`config.mk`:
```
export PLATFORM = sky130hd
export DESIGN_NAME = mbec_ram
export DESIGN_NICKNAME = d
export VERILOG_FILES = /design/src/rtl/mesh_boundary_edge_counter_defines.svh /design/src/rtl/mbec_ram.sv
export SDC_FILE = /design/constraint.sdc
export NUM_CORES = 1
export LEC_CHECK = 0
export BUFFER_PORTS_ARGS = -buffer_cell sky130_fd_sc_hd__buf_2
export CAP_MARGIN = 20
export CORE_ASPECT_RATIO = 0.9
export CORE_MARGIN = 1
export CORE_UTILIZATION = 45
export DETAILED_ROUTE_END_ITERATION = 12
export GPL_ROUTABILITY_DRIVEN = 0
export PLACE_DENSITY_LB_ADDON = 0.1
export SLEW_MARGIN = 20
export SYNTH_ARGS = -nofsm -noshare
export SYNTH_HDL_FRONTEND = slang
export SYNTH_SLANG_ARGS = --single-unit
```
`constraint.sdc`:
```
create_clock -name i_clk -period 2.4 [get_ports i_clk]
set_clock_uncertainty 0.05 [all_clocks]
set_input_delay 0.6 -clock i_clk [delete_from_list [all_inputs] [get_ports i_clk]]
set_output_delay 0.6 -clock i_clk [all_outputs]
set_load 0.02 [all_outputs]
```
`src/rtl/mesh_boundary_edge_counter_defines.svh`:
```
`ifndef MESH_BOUNDARY_EDGE_COUNTER_DEFINES_SVH
`define MESH_BOUNDARY_EDGE_COUNTER_DEFINES_SVH

// same-cycle implication
`define MBEC_ASSERT_IMP(lbl, clk, rstn, ante, cons) \
    lbl: assert property (@(posedge clk) disable iff (!rstn) (ante) |-> (cons)) \
        else $error("mbec check failed");

// next-cycle implication
`define MBEC_ASSERT_NXT(lbl, clk, rstn, ante, cons) \
    lbl: assert property (@(posedge clk) disable iff (!rstn) (ante) |=> (cons)) \
        else $error("mbec check failed");

`endif

```
`src/rtl/mbec_ram.sv`:
```
`timescale 1ns / 1ps
module mbec_ram #(
    parameter int P_WIDTH = 8,
    parameter int P_DEPTH = 16
) (
    input  logic                       i_clk,
    input  logic                       i_we,
    input  logic [$clog2(P_DEPTH)-1:0] i_waddr,
    input  logic [P_WIDTH-1:0]         i_wdata,
    input  logic                       i_re,
    input  logic [$clog2(P_DEPTH)-1:0] i_raddr,
    output logic [P_WIDTH-1:0]         o_rdata
);
    logic [P_WIDTH-1:0] r_mem [P_DEPTH];
    logic [P_WIDTH-1:0] r_rdata;

    always_ff @(posedge i_clk) begin
        if (i_we) begin
            r_mem[i_waddr] <= i_wdata;
        end
        if (i_re) begin
            r_rdata <= r_mem[i_raddr];
        end
    end

    assign o_rdata = r_rdata;
endmodule
```
==> impl_metrics.csv, run 1 <==
group,metric,value,unit
clock_tree,ctsResizeCount,0,
sta,drv_slew,0,
place,port_buffers,26,
clock_tree,cts_sinks,136,
power,clockPowerShare,0.463,
clock_tree,clockRootBuffer,"clkbuf_16",
worst_hold_path,hold_class,"primary input to register",
yosys,avgSynthCellArea,22.8,um2
yosys,synthCells,229,
yosys,ys_warn_count,0,
sta,tns,0,ns
detailed_routing,wl,9470,um
clock_tree,cts_tree,"built",
yosys,ys_ff_latch,136,
cells_and_area,nNetsFinal,305,
detailed_routing,drc_errors,0,
floorplan,core,11100,um2
clock_tree,cts_buffers,17,
global_route,grt_max_degree,27,
clock_tree,htreeDepth,4,
cells_and_area,fill_cells,857,
power,p_leak,2.11,nW
worst_setup_path,worstRegToRegCells,3,
cells_and_area,final_core_util,0.563,
yosys,synth_nets,248,
job,maxCapViolations,0,
worst_setup_path,required,2.49,ns
sta,timing.fmax,570,MHz
worst_setup_path,cp_slowest_cell,"mux4_1",
place,dp_hpwl,6320,um
floorplan,rows,36,
clock_tree,max-clock-path-buffers,2,
worst_setup_path,worstPathArrival,1.85,ns
place,pre_cts_ws,0.186,ns
yosys,ys_types,18,
clock_tree,hold_buffers,0,
cells_and_area,multi_input_area,1060,um2
place,dp.cells,419,
sta,rsz0062_at_grt,"no",
power,power.switching,1.08,mW
power,cell_internal_pwr,4.40,mW
cells_and_area,finalInstanceArea,6240,um2
cells_and_area,antennaDiodeCount,0,
sta,fin_crit,1.76,ns
global_route,grt_overflow,0,
cells_and_area,fin_cells,451,
worst_setup_path,crit_path_start_kind,"primary input",
worst_setup_path,crit_fanout,26,
detailed_routing,final_antenna_net_count,0,
worst_setup_path,reg2reg_slack,0.90,ns
worst_setup_path,cp.buffers_inverters,2,
worst_setup_path,cp_cell_sequence,"buf_2 > buf_12 > mux4_1 > a22oi_1 > nand2_1",
status,status,"complete, no violations",
power,netSwitchingFraction,0.197,
cells_and_area,seq_area,4080,um2
global_route,grt_pass1_vias,2507,
clock_tree,clkTransAtPathRegs,0.06,ns
detailed_routing,wl_per_cell,21.0,um
worst_setup_path,r2r_end,"o_rdata[2]$_DFFE_PP_",
power,combPwrFrac,0.046,
sta,final_hold_viol_count,0,
floorplan,initial_core_util,0.472,
cells_and_area,final_layout_size_suffix_gt1_frac,0.318,
floorplan,fp.dieW,116,um
clock_tree,cts_setup_buffers,0,
power,seqPwrFrac,0.491,
worst_hold_path,min_path_cells,1,
power,power_density,879,nW/um2
worst_setup_path,timing_worst_setup_path_type,"primary input to register",
detailed_routing,dr.pass1.iters,4,
worst_setup_path,startpoint,"i_raddr[0]",
global_route,grt_pass1_wl,14500,um
cells_and_area,syn_to_final_growth,19.3,%
floorplan,die_area,12100,um2
worst_setup_path,endpoint_kind,"register",
sta,hold_slack,0.528,ns
worst_setup_path,crit_family,"multiplexers",
clock_tree,insertion_delay,0.41,ns
sta,setup_viol,0,
floorplan,num_io_pins,27,
detailed_routing,vias_per_cell,5.40,
floorplan,die_y,104,um
sta,worst_slew_pin_slew,0.390,ns
yosys,yosysSeqAreaShare,0.781,
detailed_routing,dr.first_iter.drc_count,195,
sta,relSlewSlack,0.740,
place,placed_area,5650,um2
worst_hold_path,holdPathEnd,"o_rdata[2]$_DFFE_PP_",
power,total_power,5.48,mW
global_route,grtUsageTotal,0.175,
sta,period_share,0.731,
global_route,antenna_found_initial,0,
worst_setup_path,r2r_start,"r_mem[9][2]$_DFFE_PP_",
yosys,syn_area,5230,um2
worst_hold_path,hp-start,"i_re",
power,ir_drop,429,uV
worst_setup_path,cpPeakStageDelay,0.57,ns
detailed_routing,vias,2435,
sta,fin_ws,0.645,ns
-- power groups by stage --
stage                     combinational, mW  clock, mW  sequential (mW)
after floorplan                       0.135          0             2.75
after global placement                0.256          0             2.74
after detailed placement              0.260          0             2.74
after CTS                             0.260       2.58             2.69
after global routing                  0.278       2.68             2.70
final                                 0.254       2.54             2.69
-- logic make-up after synthesis --
| logic type | after synthesis | share of synthesized area |
|---|---|---|
| flip-flops | 136 | 0.781 |
| AND/OR/NAND/NOR | 35 | 0.0314 |
| multiplexers | 32 | 0.148 |
| AO/OA/AOI/OAI | 16 | 0.0230 |
| buffers and inverters | 10 | 0.0165 |
-- state kept, by name, indices dropped and copies added (netlist names) --
register,count
r_mem,128
o_rdata,8
-- routing by layer --
layer / global-route usage / part of all wire
met1: 0.249 / 0.46
met2: 0.254 / 0.46
met3: 0.0507 / 0.065
met4: 0.0714 / 0.012
met5: 0 / 0
-- cells in the final DEF (no fill, tap or decap), drive strengths merged --
| cell type | synthesis | layout |
|---|---|---|
| nor3 | 4 | 4 |
| mux4 | 32 | 32 |
| a22oi | 16 | 16 |
| nand3b | 2 | 2 |
| or3b | 1 | 1 |
| edfxtp | 136 | 136 |
| inv | 0 | 1 |
| clkinvlp | 0 | 3 |
| nand3 | 1 | 1 |
| and2b | 1 | 1 |
| nand2 | 9 | 9 |
| bufinv | 0 | 3 |
| nor2 | 13 | 13 |
| clkinv | 0 | 7 |
| nand2b | 2 | 2 |
| and2 | 1 | 1 |
| clkbuf | 0 | 18 |
| nor2b | 1 | 1 |
| buf | 7 | 48 |
-- final cells by class --
class,count,area share
clock buffer,18,0.0688
clock inverter,14,0.0251
multi-input combinational,83,0.170
sequential,136,0.655
tap,152,0.0305
timing repair buffer,48,0.0514
-- worst reg2reg max path, cell delays in order, from the launching register on --
cell	delay, ns
edfxtp_1	0.37
mux4_1	0.50
a22oi_1	0.25
nand2_1	0.08
-- synth_stat cells (all sizes together) --
cell,number,share of area
edfxtp,136,0.78
mux4,32,0.15
a22oi,16,0.023
nor2,13,0.0093
nand2,9,0.0065
buf,7,0.011
nor3,4,0.0038
clkdlybuf4s25,3,0.0057
nand2b,2,0.0024
nand3b,2,0.0029
and2,1,0.0012
and2b,1,0.0014
nand3,1,0.00096
nor2b,1,0.0012
or3b,1,0.0017
-- worst max-delay path by stage --
stage                            endpoint  slack (ns)  cells after the start
CTS                  o_rdata[4]$_DFFE_PP_        0.62                      5
floorplan           r_mem[0][0]$_DFFE_PP_        0.26                      2
finish               o_rdata[4]$_DFFE_PP_        0.64                      5
global route         o_rdata[2]$_DFFE_PP_        0.52                      5
global placement     o_rdata[2]$_DFFE_PP_        0.21                      5
detailed placement   o_rdata[4]$_DFFE_PP_        0.19                      5
No activity file was read; power rests on OpenSTA's default activity.
==> run 2: changes to the inputs <==
- clock period: 2.4 -> 1.7 ns (I/O delays scaled with it)
==> impl_metrics.csv, run 2 (synthesis gave the netlist of run 1 again) <==
group,metric,value,unit
power,total_power,7.89,mW
global_route,grtUsageTotal,0.192,
job,maxCapViolations,0,
clock_tree,ctsResizeCount,0,
worst_setup_path,worstPathArrival,1.78,ns
worst_setup_path,worstRegToRegCells,3,
power,power_density,1250,nW/um2
detailed_routing,vias_per_cell,5.36,
global_route,grt_overflow,0,
clock_tree,cts_buffers,17,
status,status,"complete, no violations",
sta,fin_crit,1.68,ns
sta,setup_viol,0,
sta,period_share,0.985,
power,power.switching,1.64,mW
clock_tree,clockRootBuffer,"clkbuf_16",
floorplan,initial_core_util,0.472,
global_route,antenna_found_initial,0,
place,pre_cts_ws,-0.410,ns
cells_and_area,final_core_util,0.567,
worst_setup_path,timing_worst_setup_path_type,"primary input to register",
power,seqPwrFrac,0.482,
worst_setup_path,endpoint_kind,"register",
global_route,grt_pass1_wl,15600,um
cells_and_area,mostFrequentLayoutCells,"edfxtp_1 (136), buf_2 (26), mux4_2 (25), buf_4 (25), clkbuf_16 (17)",
worst_hold_path,hold_class,"primary input to register",
clock_tree,cts_tree,"built",
sta,hold_slack,0.350,ns
power,clockPowerShare,0.470,
cells_and_area,final_layout_size_suffix_gt1_frac,0.367,
cells_and_area,antennaDiodeCount,0,
worst_setup_path,crit_fanout,11,
cells_and_area,largest-register,"r_mem",
clock_tree,cts_sinks,136,
floorplan,fp.dieW,116,um
power,combPwrFrac,0.048,
cells_and_area,largest_reg_flops,128,
clock_tree,insertion_delay,0.41,ns
global_route,grt_pass1_vias,2563,
sta,drv_slew,0,
floorplan,core,11100,um2
floorplan,rows,36,
sta,fin_ws,0.0247,ns
clock_tree,cts_setup_buffers,0,
power,p_leak,2.13,nW
sta,timing.fmax,597,MHz
cells_and_area,syn_to_final_growth,20.2,%
sta,rsz0062_at_grt,"no",
clock_tree,max-clock-path-buffers,2,
global_route,grt_max_degree,27,
power,cell_internal_pwr,6.25,mW
clock_tree,htreeDepth,4,
sta,relSlewSlack,0.493,
detailed_routing,vias,2449,
cells_and_area,layout_commonest_cell,"edfxtp_1",
place,dp_hpwl,6790,um
floorplan,die_area,12100,um2
detailed_routing,drc_errors,0,
worst_setup_path,crit_path_start_kind,"primary input",
sta,tns,0,ns
detailed_routing,dr.first_iter.drc_count,158,
detailed_routing,dr.pass1.iters,4,
clock_tree,clkTransAtPathRegs,0.06,ns
worst_setup_path,required,1.80,ns
power,ir_drop,930,uV
detailed_routing,final_antenna_net_count,0,
power,netSwitchingFraction,0.208,
floorplan,num_io_pins,27,
sta,worst_slew_pin_slew,0.759,ns
clock_tree,hold_buffers,0,
detailed_routing,wl,10500,um
worst_hold_path,min_path_cells,1,
cells_and_area,nNetsFinal,311,
detailed_routing,wl_per_cell,22.9,um
floorplan,die_y,104,um
place,port_buffers,26,
sta,final_hold_viol_count,0,
## run 2: area by class of cell
class | count | area, um2
Fill cell | 857 | 4790
Multi-Input combinational cell | 83 | 1040
Clock buffer | 17 | 425
Timing Repair Buffer | 54 | 378
Tap cell | 152 | 190
Clock inverter | 15 | 173
Sequential cell | 136 | 4080
## run 2: power by group through the flow
stage	clock [mW]	sequential [mW]	combinational, mW
3_5_place_dp	0	3.87	0.387
4_1_cts	3.77	3.80	0.387
3_3_place_gp	0	3.87	0.378
5_1_grt	3.91	3.81	0.410
6_report	3.71	3.80	0.379
2_1_floorplan	0	3.88	0.198
## run 2: metal layers
metal  vias to the layer above  global-route usage  share of wire  wire, um
met3                        14              0.0524          0.036       374
met4                         0              0.0852          0.023       244
met1                      1289               0.281           0.49      5110
li1                       1095                   -              -         -
met5                         -                   0              0         0
met2                        51               0.269           0.45      4750
## run 2: worst paths after layout
| path | slack (ns) | end | startpoint |
|---|---|---|---|
| worst max-delay path | 0.02 | o_rdata[1]$_DFFE_PP_ | i_raddr[0] |
| worst min-delay path | 0.35 | r_mem[8][0]$_DFFE_PP_ | i_wdata[0] |
| worst max register to register | 0.11 | o_rdata[1]$_DFFE_PP_ | r_mem[6][1]$_DFFE_PP_ |
| worst min register to register | 0.69 | o_rdata[6]$_DFFE_PP_ | r_mem[15][6]$_DFFE_PP_ |
## run 2: stage by stage
| step | cells | instance area (um2) |
|---|---|---|
| 6_report | 457 | 6290 |
| 5_1_grt | 457 | 6290 |
| 4_1_cts | 457 | 6290 |
| 3_5_place_dp | 425 | 5690 |
| 3_3_place_gp | 425 | 5690 |
| 2_1_floorplan | 229 | 5220 |
## run 2: critical path, stage by stage
cell	delay (ns)
buf_2	0.18
buf_12	0.18
mux4_1	0.57
a22oi_1	0.30
nand2_1	0.11
==> run 3: changes to the inputs <==
- BUFFER_PORTS_ARGS: -buffer_cell sky130_fd_sc_hd__buf_2 -> default
- DONT_BUFFER_PORTS: default -> 1
==> impl_metrics.csv, run 3 (synthesis gave the netlist of run 1 again) <==
group,metric,value,unit
power,seqPwrFrac,0.522,
detailed_routing,final_antenna_net_count,0,
cells_and_area,largest_reg_flops,128,
worst_setup_path,startpoint,"r_mem[9][5]$_DFFE_PP_",
global_route,grt_overflow,0,
clock_tree,max-clock-path-buffers,2,
sta,period_share,0.886,
sta,fin_crit,1.51,ns
global_route,grt_pass1_wl,14700,um
place,port_buffers,0,
sta,relSlewSlack,0.529,
worst_setup_path,crit_family,"multiplexers",
clock_tree,cts_setup_buffers,0,
cells_and_area,fill_cells,864,
clock_tree,cts_tree,"built",
global_route,grt_pass1_vias,2468,
clock_tree,hold_buffers,0,
worst_setup_path,r2r_start,"r_mem[9][5]$_DFFE_PP_",
global_route,antenna_found_initial,0,
floorplan,fp.dieW,116,um
global_route,grt_max_degree,33,
worst_setup_path,worstPathArrival,1.60,ns
sta,worst_slew_pin_slew,0.705,ns
power,combPwrFrac,0.027,
cells_and_area,antennaDiodeCount,0,
sta,timing.fmax,664,MHz
worst_setup_path,r2r_end,"o_rdata[5]$_DFFE_PP_",
power,cell_internal_pwr,6.00,mW
sta,drv_slew,0,
cells_and_area,nNetsFinal,273,
floorplan,core,11100,um2
worst_setup_path,crit_fanout,1,
worst_setup_path,cpPeakStageDelay,0.53,ns
clock_tree,clockRootBuffer,"clkbuf_16",
worst_setup_path,endpoint_kind,"register",
detailed_routing,drc_errors,0,
worst_setup_path,required,1.80,ns
floorplan,die_y,104,um
worst_setup_path,worst-path-stages,3,
cells_and_area,largest-register,"r_mem",
power,netSwitchingFraction,0.183,
cells_and_area,final_layout_size_suffix_gt1_frac,0.243,
place,dp_hpwl,6380,um
clock_tree,htreeDepth,4,
worst_setup_path,cp-endpoint,"o_rdata[5]$_DFFE_PP_",
cells_and_area,layout_commonest_cell,"edfxtp_1",
status,status,"complete, no violations",
clock_tree,cts_sinks,136,
clock_tree,cts_buffers,17,
clock_tree,clkTransAtPathRegs,0.06,ns
sta,setup_viol,0,
sta,hold_slack,0.0615,ns
power,p_leak,1.92,nW
job,maxCapViolations,0,
cells_and_area,syn_to_final_growth,13.9,%
worst_hold_path,hold_class,"primary input to register",
detailed_routing,dr.pass1.iters,4,
sta,final_hold_viol_count,0,
floorplan,num_io_pins,27,
power,clockPowerShare,0.451,
floorplan,rows,36,
worst_setup_path,worstRegToRegCells,3,
worst_setup_path,reg2reg_slack,0.19,ns
worst_setup_path,cp.buffers_inverters,0,
clock_tree,insertion_delay,0.41,ns
worst_hold_path,hp-start,"i_wdata[6]",
power,power.switching,1.35,mW
worst_setup_path,cp_cell_sequence,"mux4_1 > a22oi_1 > nand2_1",
sta,tns,0,ns
worst_setup_path,crit_path_start_kind,"register",
global_route,grtUsageTotal,0.178,
detailed_routing,wl_per_cell,23.4,um
detailed_routing,vias,2344,
detailed_routing,wl,9700,um
power,ir_drop,902,uV
sta,rsz0062_at_grt,"no",
detailed_routing,vias_per_cell,5.65,
floorplan,die_area,12100,um2
worst_setup_path,cp_slowest_cell,"mux4_1",
power,power_density,1230,nW/um2
worst_setup_path,timing_worst_setup_path_type,"register to register",
detailed_routing,dr.first_iter.drc_count,183,
cells_and_area,mostFrequentLayoutCells,"edfxtp_1 (136), mux4_2 (25), clkbuf_16 (17)",
clock_tree,ctsResizeCount,0,
floorplan,initial_core_util,0.472,
-- run 3: worst min-delay path by stage --
stage,depth (start not counted),to,slack [ns]
global placement,0,r_mem[10][2]$_DFFE_PP_,0.47
floorplan,0,r_mem[0][0]$_DFFE_PP_,0.47
CTS,0,r_mem[6][5]$_DFFE_PP_,0.05
detailed placement,0,r_mem[1][4]$_DFFE_PP_,0.48
global route,0,r_mem[6][6]$_DFFE_PP_,0.04
finish,0,r_mem[6][6]$_DFFE_PP_,0.06
-- run 3: final cells by class --
type	instances	area (um2)	area share
Clock inverter	7	81.3	0.0137
Tap cell	152	190	0.0320
Timing Repair Buffer	16	120	0.0202
Sequential cell	136	4080	0.686
Clock buffer	21	440	0.0740
Multi-Input combinational cell	83	1040	0.174
-- run 3: metrics by stage --
stage          power (mW)  setup WS, ns   util  area (um2)  std cells
6_report             7.35         0.194  0.537        5950        415
5_1_grt              7.54        0.0909  0.537        5950        415
4_1_cts              7.39         0.190  0.537        5950        415
3_5_place_dp         4.10        0.0595  0.490        5430        387
3_3_place_gp         4.09        0.0715  0.490        5430        387
2_1_floorplan        4.08       -0.0411      -        5220        229
-- run 3: per-layer routing --
metal,routed length [um],up-vias,global-route usage,share of wire
met5,0,-,0,0
met4,74,0,0.0495,0.0076
met3,645,8,0.0828,0.067
met2,4610,53,0.264,0.48
met1,4370,1265,0.238,0.45
li1,-,1018,-,-
-- run 3: power by group through the flow --
| stage | Clock [mW] | Combinational (mW) | Sequential [mW] |
|---|---|---|---|
| finish | 3.31 | 0.200 | 3.83 |
| global route | 3.49 | 0.217 | 3.84 |
| CTS | 3.36 | 0.203 | 3.83 |
| detailed placement | 0 | 0.202 | 3.90 |
| global placement | 0 | 0.196 | 3.90 |
| floorplan | 0 | 0.198 | 3.88 |
-- run 3: worst register-to-register path, stage by stage, from the launching register on --
cell and delay [ns]:
edfxtp_1 0.35, mux4_1 0.53, a22oi_1 0.23, nand2_1 0.09
